File: src/sv/fdpi_pkg.sv
// Shared types and constants of the force decay point integrator.
package fdpi_pkg;

	// Register indexes of the configuration port
	localparam int CFG_IDX_W = 1;
	localparam logic [CFG_IDX_W-1:0] REG_INVERSE_MASS = 1'b0;
	localparam logic [CFG_IDX_W-1:0] REG_SPEED_LIMIT  = 1'b1;

	// Register reset values, 1.0 in Q16.16
	localparam logic [31:0] INVERSE_MASS_RST = 32'h0001_0000;
	localparam logic [30:0] SPEED_LIMIT_RST  = 31'h0001_0000;

	// Item modes
	localparam logic [1:0] MODE_ADD     = 2'd0;
	localparam logic [1:0] MODE_REPLACE = 2'd1;
	localparam logic [1:0] MODE_TICK    = 2'd2;

	// floor(y / 5) = (y * DIV5_RECIP) >> 34, exact for any 32-bit y
	localparam logic [31:0] DIV5_RECIP = 32'hCCCC_CCCD;

	// Iteration counts of the root and divide unit
	localparam int STEP_CNT_W = 6;
	localparam logic [STEP_CNT_W-1:0] SQRT_STEPS = 6'd32;
	localparam logic [STEP_CNT_W-1:0] DIV_STEPS  = 6'd31;

	typedef enum logic {
		RD_SQRT = 1'b0,
		RD_DIV  = 1'b1
	} rd_op_t;

	typedef struct packed {
		logic   start;
		rd_op_t op;
	} rd_req_t;

endpackage

File: src/sv/force_decay_point_integrator_2d.sv
// Top level of the 2D point integrator with decaying accumulated force.
//
// Input beats carry mode, vec_x, vec_y and time_step on in_valid / in_stall.
// Mode 0 adds vec to the force (saturated), mode 1 replaces it; both are
// taken while idle and give no result. Mode 3 is dropped.
// Mode 2 (tick) moves the position vec by the clamped, time-scaled speed
// along the acceleration direction and decays the force by 4/5. It gives
// one result beat on out_valid / out_stall: new_pos_x, new_pos_y and
// step_distance.
// In a tick one shared 32x32 multiplier runs nine products, a normalizing
// shift brings both axes into 31 bits, and the bit-serial root/divide
// unit forms a 32-bit root and a 31-bit quotient for each of the two
// direction divides.
// in_stall is high while a tick is at work, so no new beat is taken until
// the tick has ended; add and replace beats do not raise in_stall.
// A result waiting under out_stall does not block add or replace beats; a
// later tick holds in its last step until the output register is free.
// Reset clears the force to zero, sets inverse_mass and speed_limit to 1.0
// and empties the output register. Configuration writes go on cfg_we.
module force_decay_point_integrator_2d (
	input  logic                           clk,
	input  logic                           arst_n,
	input  logic                           cfg_we,
	input  logic [fdpi_pkg::CFG_IDX_W-1:0] cfg_index,
	input  logic [31:0]                    cfg_data,
	input  logic                           in_valid,
	output logic                           in_stall,
	input  logic [1:0]                     mode,
	input  logic signed [31:0]             vec_x,
	input  logic signed [31:0]             vec_y,
	input  logic [16:0]                    time_step,
	output logic                           out_valid,
	input  logic                           out_stall,
	output logic signed [31:0]             new_pos_x,
	output logic signed [31:0]             new_pos_y,
	output logic [30:0]                    step_distance
);

	typedef enum logic [20:0] {
		ST_IDLE     = 21'h000001,
		ST_MUL_AX   = 21'h000002,
		ST_MUL_AY   = 21'h000004,
		ST_CAP_AY   = 21'h000008,
		ST_NORM     = 21'h000010,
		ST_SQ_X     = 21'h000020,
		ST_SQ_Y     = 21'h000040,
		ST_SQ_SUM   = 21'h000080,
		ST_ROOT     = 21'h000100,
		ST_DIST     = 21'h000200,
		ST_CAP_DIST = 21'h000400,
		ST_MUL_MX   = 21'h000800,
		ST_DIV_X    = 21'h001000,
		ST_WAIT_X   = 21'h002000,
		ST_MUL_MY   = 21'h004000,
		ST_DIV_Y    = 21'h008000,
		ST_WAIT_Y   = 21'h010000,
		ST_MUL_DX   = 21'h020000,
		ST_MUL_DY   = 21'h040000,
		ST_CAP_DY   = 21'h080000,
		ST_WRITE    = 21'h100000
	} state_t;

	state_t state_q;

	logic [31:0]        inverse_mass_q;
	logic [30:0]        speed_limit_q;
	logic signed [31:0] fx_q;
	logic signed [31:0] fy_q;
	logic               out_valid_q;
	logic signed [31:0] new_pos_x_q;
	logic signed [31:0] new_pos_y_q;
	logic [30:0]        step_distance_q;

	logic signed [31:0] pos_x_q;
	logic signed [31:0] pos_y_q;
	logic [16:0]        dt_q;
	logic [47:0]        sx_q;
	logic [47:0]        sy_q;
	logic               big_q;
	logic [63:0]        sum_q;
	logic [31:0]        len_q;
	logic [30:0]        dist_q;
	logic [30:0]        mx_q;
	logic [30:0]        my_q;
	logic [29:0]        cx_q;
	logic [29:0]        cy_q;
	logic [63:0]        prod_q;

	logic [31:0]        mul_a;
	logic [31:0]        mul_b;
	logic [31:0]        fx_mag;
	logic [31:0]        fy_mag;
	logic [30:0]        speed;
	logic [30:0]        dist_d;
	logic [31:0]        dx_mag;
	logic [31:0]        dy_mag;
	logic signed [31:0] fx_decay;
	logic signed [31:0] fy_decay;
	logic signed [31:0] px_d;
	logic signed [31:0] py_d;
	logic signed [31:0] add_x;
	logic signed [31:0] add_y;
	logic               in_beat;
	logic               out_free;
	logic               norm_busy;

	fdpi_pkg::rd_req_t  rd_req;
	logic [63:0]        rd_opnd;
	logic [31:0]        rd_result;
	logic               rd_busy;

	// Clamp a 33-bit signed sum to 32 bits
	function automatic logic signed [31:0] sat33(input logic signed [32:0] v);
		logic signed [31:0] r;
		if (v[32] != v[31]) begin
			r = v[32] ? 32'sh8000_0000 : 32'sh7FFF_FFFF;
		end else begin
			r = v[31:0];
		end
		return r;
	endfunction

	// Move a position by a magnitude with a sign, saturated
	function automatic logic signed [31:0] move(input logic signed [31:0] p,
		input logic neg, input logic [30:0] m);
		logic signed [32:0] d;
		d = neg ? -$signed({2'b00, m}) : $signed({2'b00, m});
		return sat33($signed({p[31], p}) + d);
	endfunction

	assign in_beat   = in_valid && !in_stall;
	assign in_stall  = (state_q != ST_IDLE);
	assign out_free  = !out_valid_q || !out_stall;
	assign norm_busy = (sx_q[47:31] != '0) || (sy_q[47:31] != '0);

	assign fx_mag = fx_q[31] ? 32'(-fx_q) : 32'(fx_q);
	assign fy_mag = fy_q[31] ? 32'(-fy_q) : 32'(fy_q);

	// Clamp the length to the limit; any shifted vector exceeds it
	assign speed = big_q ? speed_limit_q
		: ((len_q < {1'b0, speed_limit_q}) ? len_q[30:0] : speed_limit_q);

	assign dist_d = (prod_q[63:47] != '0) ? 31'h7FFF_FFFF : prod_q[46:16];

	// Decay: floor(4a/5) = a - floor((a + 4) / 5)
	assign dx_mag   = fx_mag - {2'b00, cx_q};
	assign dy_mag   = fy_mag - {2'b00, cy_q};
	assign fx_decay = fx_q[31] ? -$signed(dx_mag) : $signed(dx_mag);
	assign fy_decay = fy_q[31] ? -$signed(dy_mag) : $signed(dy_mag);

	assign px_d  = move(pos_x_q, fx_q[31], mx_q);
	assign py_d  = move(pos_y_q, fy_q[31], my_q);
	assign add_x = sat33($signed({fx_q[31], fx_q}) + $signed({vec_x[31], vec_x}));
	assign add_y = sat33($signed({fy_q[31], fy_q}) + $signed({vec_y[31], vec_y}));

	// Pick the operands of the shared multiplier
	always_comb begin
		unique case (state_q)
			ST_MUL_AX: begin
				mul_a = fx_mag;
				mul_b = inverse_mass_q;
			end
			ST_MUL_AY: begin
				mul_a = fy_mag;
				mul_b = inverse_mass_q;
			end
			ST_SQ_X: begin
				mul_a = {1'b0, sx_q[30:0]};
				mul_b = {1'b0, sx_q[30:0]};
			end
			ST_SQ_Y: begin
				mul_a = {1'b0, sy_q[30:0]};
				mul_b = {1'b0, sy_q[30:0]};
			end
			ST_DIST: begin
				mul_a = {1'b0, speed};
				mul_b = {15'b0, dt_q};
			end
			ST_MUL_MX: begin
				mul_a = {1'b0, dist_q};
				mul_b = {1'b0, sx_q[30:0]};
			end
			ST_MUL_MY: begin
				mul_a = {1'b0, dist_q};
				mul_b = {1'b0, sy_q[30:0]};
			end
			ST_MUL_DX: begin
				mul_a = fx_mag + 32'd4;
				mul_b = fdpi_pkg::DIV5_RECIP;
			end
			ST_MUL_DY: begin
				mul_a = fy_mag + 32'd4;
				mul_b = fdpi_pkg::DIV5_RECIP;
			end
			default: begin
				mul_a = '0;
				mul_b = '0;
			end
		endcase
	end

	// Start the root with the sum of squares and the divides with the products
	always_comb begin
		rd_req.start = (state_q == ST_SQ_SUM) || (state_q == ST_DIV_X)
			|| (state_q == ST_DIV_Y);
		rd_req.op    = (state_q == ST_SQ_SUM) ? fdpi_pkg::RD_SQRT : fdpi_pkg::RD_DIV;
		rd_opnd      = (state_q == ST_SQ_SUM) ? (prod_q + sum_q) : prod_q;
	end

	fdpi_root_div u_root_div (
		.clk     (clk),
		.arst_n  (arst_n),
		.req     (rd_req),
		.opnd    (rd_opnd),
		.divisor (len_q),
		.result  (rd_result),
		.busy    (rd_busy)
	);

	// Sequencer, configuration, force state and output valid
	always_ff @(posedge clk or negedge arst_n) begin
		if (!arst_n) begin
			state_q        <= ST_IDLE;
			inverse_mass_q <= fdpi_pkg::INVERSE_MASS_RST;
			speed_limit_q  <= fdpi_pkg::SPEED_LIMIT_RST;
			fx_q           <= '0;
			fy_q           <= '0;
			out_valid_q    <= 1'b0;
		end else begin
			if (cfg_we) begin
				unique case (cfg_index)
					fdpi_pkg::REG_INVERSE_MASS: inverse_mass_q <= cfg_data;
					fdpi_pkg::REG_SPEED_LIMIT:  speed_limit_q  <= cfg_data[30:0];
					default: ;
				endcase
			end
			// raise valid on a finished tick, drop it once the beat is taken
			if ((state_q == ST_WRITE) && out_free) begin
				out_valid_q <= 1'b1;
			end else if (out_valid_q && !out_stall) begin
				out_valid_q <= 1'b0;
			end
			unique case (state_q)
				ST_IDLE: begin
					if (in_beat) begin
						case (mode)
							fdpi_pkg::MODE_ADD: begin
								fx_q <= add_x;
								fy_q <= add_y;
							end
							fdpi_pkg::MODE_REPLACE: begin
								fx_q <= vec_x;
								fy_q <= vec_y;
							end
							fdpi_pkg::MODE_TICK: state_q <= ST_MUL_AX;
							default: ;
						endcase
					end
				end
				ST_MUL_AX:   state_q <= ST_MUL_AY;
				ST_MUL_AY:   state_q <= ST_CAP_AY;
				ST_CAP_AY:   state_q <= ST_NORM;
				ST_NORM:     if (!norm_busy) state_q <= ST_SQ_X;
				ST_SQ_X:     state_q <= ST_SQ_Y;
				ST_SQ_Y:     state_q <= ST_SQ_SUM;
				ST_SQ_SUM:   state_q <= ST_ROOT;
				ST_ROOT:     if (!rd_busy) state_q <= ST_DIST;
				ST_DIST:     state_q <= ST_CAP_DIST;
				ST_CAP_DIST: state_q <= ST_MUL_MX;
				ST_MUL_MX:   state_q <= ST_DIV_X;
				ST_DIV_X:    state_q <= ST_WAIT_X;
				ST_WAIT_X:   if (!rd_busy) state_q <= ST_MUL_MY;
				ST_MUL_MY:   state_q <= ST_DIV_Y;
				ST_DIV_Y:    state_q <= ST_WAIT_Y;
				ST_WAIT_Y:   if (!rd_busy) state_q <= ST_MUL_DX;
				ST_MUL_DX:   state_q <= ST_MUL_DY;
				ST_MUL_DY:   state_q <= ST_CAP_DY;
				ST_CAP_DY:   state_q <= ST_WRITE;
				ST_WRITE: begin
					// hold until the output register can take the beat
					if (out_free) begin
						fx_q    <= fx_decay;
						fy_q    <= fy_decay;
						state_q <= ST_IDLE;
					end
				end
				default: state_q <= ST_IDLE;
			endcase
		end
	end

	// Datapath registers of the tick
	always_ff @(posedge clk) begin
		prod_q <= mul_a * mul_b;
		unique case (state_q)
			ST_IDLE: begin
				if (in_beat) begin
					pos_x_q <= vec_x;
					pos_y_q <= vec_y;
					dt_q    <= time_step;
					big_q   <= 1'b0;
				end
			end
			ST_MUL_AY: sx_q <= prod_q[63:16];
			ST_CAP_AY: sy_q <= prod_q[63:16];
			ST_NORM: begin
				// shift both axes together until each fits 31 bits
				if (norm_busy) begin
					sx_q  <= {1'b0, sx_q[47:1]};
					sy_q  <= {1'b0, sy_q[47:1]};
					big_q <= 1'b1;
				end
			end
			ST_SQ_Y:     sum_q  <= prod_q;
			ST_ROOT:     len_q  <= rd_result;
			ST_CAP_DIST: dist_q <= dist_d;
			ST_WAIT_X:   mx_q   <= (len_q == '0) ? '0 : rd_result[30:0];
			ST_WAIT_Y:   my_q   <= (len_q == '0) ? '0 : rd_result[30:0];
			ST_MUL_DY:   cx_q   <= prod_q[63:34];
			ST_CAP_DY:   cy_q   <= prod_q[63:34];
			ST_WRITE: begin
				if (out_free) begin
					new_pos_x_q     <= px_d;
					new_pos_y_q     <= py_d;
					step_distance_q <= dist_q;
				end
			end
			default: ;
		endcase
	end

	assign out_valid     = out_valid_q;
	assign new_pos_x     = new_pos_x_q;
	assign new_pos_y     = new_pos_y_q;
	assign step_distance = step_distance_q;

	// The iterative unit is never left running between items
	a_root_idle: assert property (@(posedge clk) disable iff (!arst_n)
		(state_q == ST_IDLE) |-> !rd_busy)
		else $error("root/divide unit busy while idle");

	// A result beat appears only from the final step of a tick
	a_out_source: assert property (@(posedge clk) disable iff (!arst_n)
		$rose(out_valid) |-> $past(state_q == ST_WRITE))
		else $error("result beat without a finished tick");

	// The move along the x axis never exceeds the step distance
	a_move_bound: assert property (@(posedge clk) disable iff (!arst_n)
		(state_q == ST_MUL_MY) |-> (mx_q <= dist_q))
		else $error("x move larger than step distance");

	// A pending step distance is not overwritten while stalled
	a_out_hold: assert property (@(posedge clk) disable iff (!arst_n)
		(out_valid && out_stall) |=> $stable(step_distance))
		else $error("stalled result changed");

endmodule

File: src/sv/fdpi_root_div.sv
// Iterative unit: integer square root or division, one result bit per cycle.
module fdpi_root_div (
	input  logic                 clk,
	input  logic                 arst_n,
	input  fdpi_pkg::rd_req_t    req,
	input  logic [63:0]          opnd,
	input  logic [31:0]          divisor,
	output logic [31:0]          result,
	output logic                 busy
);

	logic [fdpi_pkg::STEP_CNT_W-1:0] cnt_q;
	fdpi_pkg::rd_op_t                op_q;
	logic [34:0]                     acc_q;
	logic [63:0]                     work_q;
	logic [31:0]                     res_q;
	logic [31:0]                     div_q;

	logic [34:0] cand;
	logic [34:0] trial;
	logic [35:0] diff;
	logic        ge;

	// Form the partial remainder and the trial subtrahend of this step
	always_comb begin
		if (op_q == fdpi_pkg::RD_SQRT) begin
			cand  = {acc_q[32:0], work_q[63:62]};
			trial = {1'b0, res_q, 2'b01};
		end else begin
			cand  = {2'b00, acc_q[31:0], work_q[63]};
			trial = {3'b000, div_q};
		end
		diff = {1'b0, cand} - {1'b0, trial};
		ge   = ~diff[35];
	end

	// Count the steps and hold the operation
	always_ff @(posedge clk or negedge arst_n) begin
		if (!arst_n) begin
			cnt_q <= '0;
			op_q  <= fdpi_pkg::RD_SQRT;
		end else if (req.start) begin
			op_q  <= req.op;
			cnt_q <= (req.op == fdpi_pkg::RD_SQRT) ? fdpi_pkg::SQRT_STEPS
				: fdpi_pkg::DIV_STEPS;
		end else if (cnt_q != '0) begin
			cnt_q <= cnt_q - 1'b1;
		end
	end

	// Load the operands, then shift one digit in each step
	always_ff @(posedge clk) begin
		if (req.start) begin
			res_q <= '0;
			div_q <= divisor;
			if (req.op == fdpi_pkg::RD_SQRT) begin
				acc_q  <= '0;
				work_q <= opnd;
			end else begin
				// quotient is known to fit 31 bits, so the top half starts as remainder
				acc_q  <= {4'b0000, opnd[61:31]};
				work_q <= {opnd[30:0], 33'b0};
			end
		end else if (cnt_q != '0) begin
			acc_q  <= ge ? diff[34:0] : cand;
			res_q  <= {res_q[30:0], ge};
			work_q <= (op_q == fdpi_pkg::RD_SQRT) ? {work_q[61:0], 2'b00}
				: {work_q[62:0], 1'b0};
		end
	end

	assign result = res_q;
	assign busy   = (cnt_q != '0);

endmodule
File: config.mk
export PLATFORM = sky130hd
export DESIGN_NAME = force_decay_point_integrator_2d
export DESIGN_NICKNAME = d
export VERILOG_FILES = /design/src/sv/fdpi_pkg.sv /design/src/sv/force_decay_point_integrator_2d.sv /design/src/sv/fdpi_root_div.sv
export SDC_FILE = /design/constraint.sdc
export NUM_CORES = 2
export LEC_CHECK = 0
export ABC_AREA = 1
export BUFFER_PORTS_ARGS = -buffer_cell sky130_fd_sc_hd__buf_2
export CORE_MARGIN = 1
export CORE_UTILIZATION = 50
export CTS_CLUSTER_DIAMETER = 50
export CTS_CLUSTER_SIZE = 30
export DETAILED_ROUTE_END_ITERATION = 8
export GPL_TIMING_DRIVEN = 0
export HOLD_SLACK_MARGIN = 0.05
export PLACE_DENSITY = 0.76
export SYNTH_ARGS = -nofsm -noshare
export SYNTH_HDL_FRONTEND = slang
export SYNTH_SLANG_ARGS = --single-unit
export TNS_END_PERCENT = 30
File: constraint.sdc
create_clock -name clk -period 11.05 [get_ports clk]
set_clock_uncertainty 0.2 [all_clocks]
set_input_delay 0.5525 -clock clk [delete_from_list [all_inputs] [get_ports clk]]
set_output_delay 0.5525 -clock clk [all_outputs]
set_load 0.1 [all_outputs]
==> Yosys cells after proc, flatten, opt, wreduce, memory -nomap -nowiden <==
Index checks and enable logic that the tools add are counted.
{ "totals": {"elab_cells": 182, "register_bits": 903, "input_bits": 121, "out_inout_bits": 97} }
{ "op_classes": {"add_sub_neg": 17, "bitwise": 2, "n_reduce_logical": 36, "magnitude_cmp": 1, "n_mux": 59, "mul": 1, "n_eq_ne": 37} }
{ "op_table": {"columns": ["op", "n"], "rows": [
  ["32-bit two-way mux", 16],
  ["21-bit one-hot mux with 21 select lines", 1],
  ["64-bit two-way mux", 5],
  ["32-bit one-hot mux with 2 select lines", 4],
  ["32-bit one-hot mux with 8 select lines", 1],
  ["48-bit one-hot mux with 2 select lines", 2],
  ["33-bit two-way mux", 5],
  ["32-bit one-hot mux with 5 select lines", 1],
  ["21-bit two-way mux", 7],
  ["32-bit negation", 4],
  ["31-bit two-way mux", 4],
  ["48-bit two-way mux", 2],
  ["32-bit by 32-bit adder with 33-bit output", 2],
  ["32-bit by 33-bit adder with 33-bit output", 2],
  ["31-bit negation with 33-bit output", 2],
  ["32-bit by 3-bit adder with 32-bit output, second input constant", 2],
  ["64-bit adder", 1],
  ["32-bit by 32-bit multiplier with 64-bit output", 1],
  ["32-bit by 30-bit subtractor with 32-bit output", 2],
  ["17-bit nonzero test", 3],
  ["35-bit by 34-bit subtractor with 36-bit output", 1],
  ["35-bit two-way mux", 1],
  ["34-bit two-way mux", 1],
  ["32-bit zero test", 1],
  ["45 further kinds", 82]
]} }

==> Longest topological paths before layout <==
{ "depth": {"depth_word": 7, "mapped_depth": 53, "depth_no_buf": 52} }

==> Hierarchy <==
From an unflattened synthesis, not the netlist that was laid out.
{ "unflattened": {"hier_cells": 12569, "area_unflattened_um2": 96791.6} }
{ "modules_own_cells": {"columns": ["mod", "seq_area_each_um2", "area_per_inst_um2", "n_inst", "cells_per_inst"], "rows": [
  ["force_decay_point_integrator_2d", 20688.6, 85751.0, 1, 11100],
  ["fdpi_root_div", 4689.5, 11040.6, 1, 1469]
]} }

==> Worst setup path after synthesis <==
OpenSTA, ideal clock, no wires.
{ "synth_timing": {"path_kind": "reg2reg", "from": "register state_q[16]", "to": "register prod_q[57]", "period_less_slack_ps": 9336, "t_arrival_ps": 9064, "path_buffers": 2, "setup_time_ps": 72, "t_required_ps": 10778, "slack_ps": 1714, "path_stages_with_launch": 38, "cell_sequence": "dfrtp_1 -> nor2_2 -> nand2_1 -> nor2_4 -> nand3_1 -> inv_1 -> nand2_1 -> buf_2 -> inv_1 -> a22oi_1 -> nand4_1 -> a21oi_1 -> nand2_1 -> clkbuf_1 -> nand2_1 -> fa_1 -> fa_1 -> inv_1 -> (+2 left out) -> fa_1 -> fa_1 -> fa_1 -> inv_1 -> fa_1 -> inv_1 -> ha_1 -> nand2_1 -> nor2_1 -> inv_1 -> nor4_1 -> nand3_1 -> nand3_1 -> nand3_1 -> o211ai_1 -> nand2_1 -> nand2_1 -> xor2_1"} }
{ "synth_via": {"elab_chain_cells": 4, "word_cells_on_any_way": 17, "classes_between": "mul (1); eq/ne (9); mux (2); reduce/logical (5)"} }
{ "synth_lines": {"columns": ["item", "line", "rtl"], "rows": [
  ["start: declaration", "force_decay_point_integrator_2d.sv:63", "state_t state_q;"],
  ["start signal: assignment", "force_decay_point_integrator_2d.sv:223", "state_q <= ST_IDLE;"],
  ["start signal: assignment", "force_decay_point_integrator_2d.sv:255", "fdpi_pkg::MODE_TICK: state_q <= ST_MUL_AX;"],
  ["start signal: assignment", "force_decay_point_integrator_2d.sv:260", "ST_MUL_AX: state_q <= ST_MUL_AY;"],
  ["21-bit by 15-bit == test with 1-bit output, or another cell as far along", "force_decay_point_integrator_2d.sv:158", "unique case (state_q)"],
  ["2-bit OR reduction (no line)", null, null],
  ["32-bit one-hot mux with 8 select lines / 32-bit one-hot mux with 5 select lines (equally long branches)", "force_decay_point_integrator_2d.sv:158", null],
  ["32-bit by 32-bit multiplier with 64-bit output *", "force_decay_point_integrator_2d.sv:294", "prod_q <= mul_a * mul_b;"],
  ["end signal: assignment", "force_decay_point_integrator_2d.sv:294", null],
  ["end: declaration", "force_decay_point_integrator_2d.sv:87", "logic [63:0] prod_q;"]
]} }
Every way passes the cells marked *; elsewhere a longest branch is shown, timed or not.
A chain may end at the register's enable or synchronous reset.

==> Final worst setup path <==
Ends and elaborated chain as after synthesis.

==> results.md <==
- Status: finished with violations
- Failing checks: capacitance limit, slew limit, setup timing
- Vias in the first global route: approximately 86k
- Dpl cells: between 15k and 20k
- Vias per cell: a little under 6
- Layout area overhead: 12.0%
- Setup ws final: -0.212 ns
- Max capacitance violation total: 1
- Final Hold Viols: 0
- Average wire per standard cell: 25.9 um
- Synth unique cells: 76
- Syn Area/Cell: around 7.8 um2
- P_leak: between 50 and 60 nW
- Mapped Nets: between 10k and 15k
- Gr usage total: 41.0%
- Final Instance Area: ~110000 um2
- Hold slack: 0.0958 ns
- Ys async rst share: 17.3%
- Initial antenna violation count: 26
- Endpoints failing setup: 9
- Post-Syn Instances: 12.3k
- Worst path most repeated cell: fa_1
- H-tree depth: 3
- Clk root buf: clkbuf_16
- Final ANT Viol Nets: 0
- Slew Limit Fails: 3
- Cell Area, Placed: around 100000 um2
- Slowest stage delay, CP: 0.88 ns
- First-pass GRT wire length: ~570000 um
- Dpl ws: -1.02 ns
- Met3 WL: about 52000 um
- I/O Pins: 218
- Hold WC Path Type: input pin to flop
- Fraction of layout cells with a size suffix above 1: around 8%
- Core Footprint: 190000 um2
- Worst path required time: approximately 11 ns
- Nets: 14.5k
- Chip Width: 439 um
- Final Total Pwr: between 0.02 and 0.025 W
- Clk buf depth: 3
- Commonest non-fill, non-tap cells in the layout: nand2_1, inv_1, nor2_1
- Clk Latency, worst-skew pair: about 0.85 ns
- Top Layer Used: met5
- CP startpoint kind: flop
- Worst-Margin Slew: roughly 1.5 ns
- CTS tree: done
- Starting Density: about half
- Drt total wl: 401000 um
- Crit path kind: flop to flop
- Top_reg_cell synth: edfxtp_1
- CP Max Fanout: 10
- Synth Cell Area: between 90000 and 100000 um2
- Gr ovfl total: 0
- Starting DRT DRC Count: about 12k
- CP Capture Type: flop
- Slew HR: -0.0136%
- Post-route DRC: 0
- Most common cell after layout, fill and taps aside: nand2_1
- Register area share after synthesis: between 20% and 30%
- Number of synthesized flops with an enable pin: 651
- Die Ht: about 440 um
- TritonRoute pass-1 iters: 9
- Row cnt: between 150 and 200
- Die Footprint: a little under 200000 um2
- Largest net degree at the start of global routing: 84
- DRT met1 WL: ~140000 um
- Vias: between 90k and 100k
- Met2 wire length: around 170000 um
- I/O Buffers: around 220
- Post-Layout Cell Count: ~15k
- Yosys reg bits: 903
- Final worst path period share: 102%
- Peak Freq: between 80 and 90 MHz
- Yosys warning count: 0
- HPWL after detailed placement: roughly 320000 um
- PwrDens: approximately 210 nW/um2
- Gp weighted congestion: about 1.1
- Clk slew on worst S/H paths: 0.10 ns
- VDD IR-drop max: 0.175 mV
- TritonCTS Buffers: between 100 and 150
- Sink Count: between 900 and 1k
- CP max-delay cell: clkdlybuf4s15_1
- Tmin final: 11.26 ns
- Worst Path Arrival: roughly 12 ns
==> worst paths after layout <==
kind / start / to / slack, ns / cells after the start
setup reg to reg: state_q[16]$_DFFE_PN0P_ / prod_q[57]$_DFF_P_ / -0.21 / 35
max in group asynchronous: arst_n / speed_limit_q[10]$_DFFE_PN0P_ / 9.57 / 3
hold / removal: cfg_data[15] / inverse_mass_q[15]$_DFFE_PN0P_ / 0.1 / 3
setup / recovery: state_q[16]$_DFFE_PN0P_ / prod_q[57]$_DFF_P_ / -0.21 / 35
hold reg to reg: u_root_div.result[7]$_SDFFE_PN0N_ / len_q[7]$_DFFE_PP_ / 0.22 / 0
min in group asynchronous: arst_n / state_q[11]$_DFFE_PN0P_ / 0.11 / 2
==> worst max-delay path, delay by kind of cell (launching register included) <==
family / cells / cell delay, ns
adders and majority gates: 9 / 4.24
buffers and inverters: 10 / 2.22
AOI/OAI and AO/OA: 5 / 2.03
and+or+nand+nor: 10 / 1.73
DFF: 1 / 0.48
xor gates and xnor gates: 1 / 0.14
==> layout make-up <==
type | count | area (um2)
Antenna cell | 27 | 67.6
Buffer | 391 | 2070
Clock buffer | 109 | 2630
Clock inverter | 84 | 1570
Fill cell | 17600 | 82900
Inverter | 2474 | 9310
Multi-Input combinational cell | 8566 | 59900
Sequential cell | 903 | 25400
Tap cell | 2511 | 3140
Timing Repair Buffer | 400 | 3050
==> state kept, by name (all words and copies together), names as in the netlist, 33 cells and up <==
signal             flops
sy_q                  48
u_root_div.acc_q      33
prod_q                64
u_root_div.work_q     64
sx_q                  48
sum_q                 64
==> where the power goes <==
part           internal [W]  leakage [nW]  total [W]  switching, W
logic               0.00402          43.3     0.0132       0.00922
registers           0.00460          8.60    0.00528      0.000674
clock network       0.00200          1.97    0.00402       0.00202
total                0.0106          53.9     0.0225        0.0119
==> synth_stat cells, types with 116 or more instances <==
library cell	number	area share, %
a21oi_1	673	3.5
buf_2	140	0.73
ha_1	587	7.7
dfrtp_1	153	4.0
nand2_1	2918	11
clkbuf_1	204	0.80
fa_1	904	19
o21ai_0	725	3.8
xor2_1	174	1.6
edfxtp_1	651	20
nor2_1	997	3.9
inv_1	2412	9.5
nor3_1	116	0.61
nand3_1	474	2.5
==> metrics by stage <==
stage / setup TNS [ns] / util, %
after floorplan: 0 / -
after global placement: -76.84 / 52.5
after detailed placement: -19.95 / 52.8
after CTS: -0.00344 / 55.8
after global routing: -0.487 / 56.3
final: -0.837 / 56.4
==> layer usage <==
layer	vias to the layer above	GRT usage [%]
li1	40200	-
met1	43000	49.8
met2	6380	61.1
met3	1569	11.7
met4	22	32.7
met5	-	0
==> what timing repair did <==
action,4_1_cts,5_1_grt
hold buffers,111,0
setup endpoints to repair,35,35
gates resized for setup,102,217
buffers inserted,6,46
pin swaps,1,24
endpoints found under the hold margin,212,0
==> cells by family after synthesis <==
group / synth area share, %
flip-flops: 26.5
adder cells (fa/ha/maj): 26.6
AO/OA/AOI/OAI: 11.1
XOR/XNOR: 2.61
multiplexers: 0.305
buffers and inverters: 11.6
AND/OR/NAND/NOR: 21.2
Note: power is estimated with default switching activity, not from simulation.
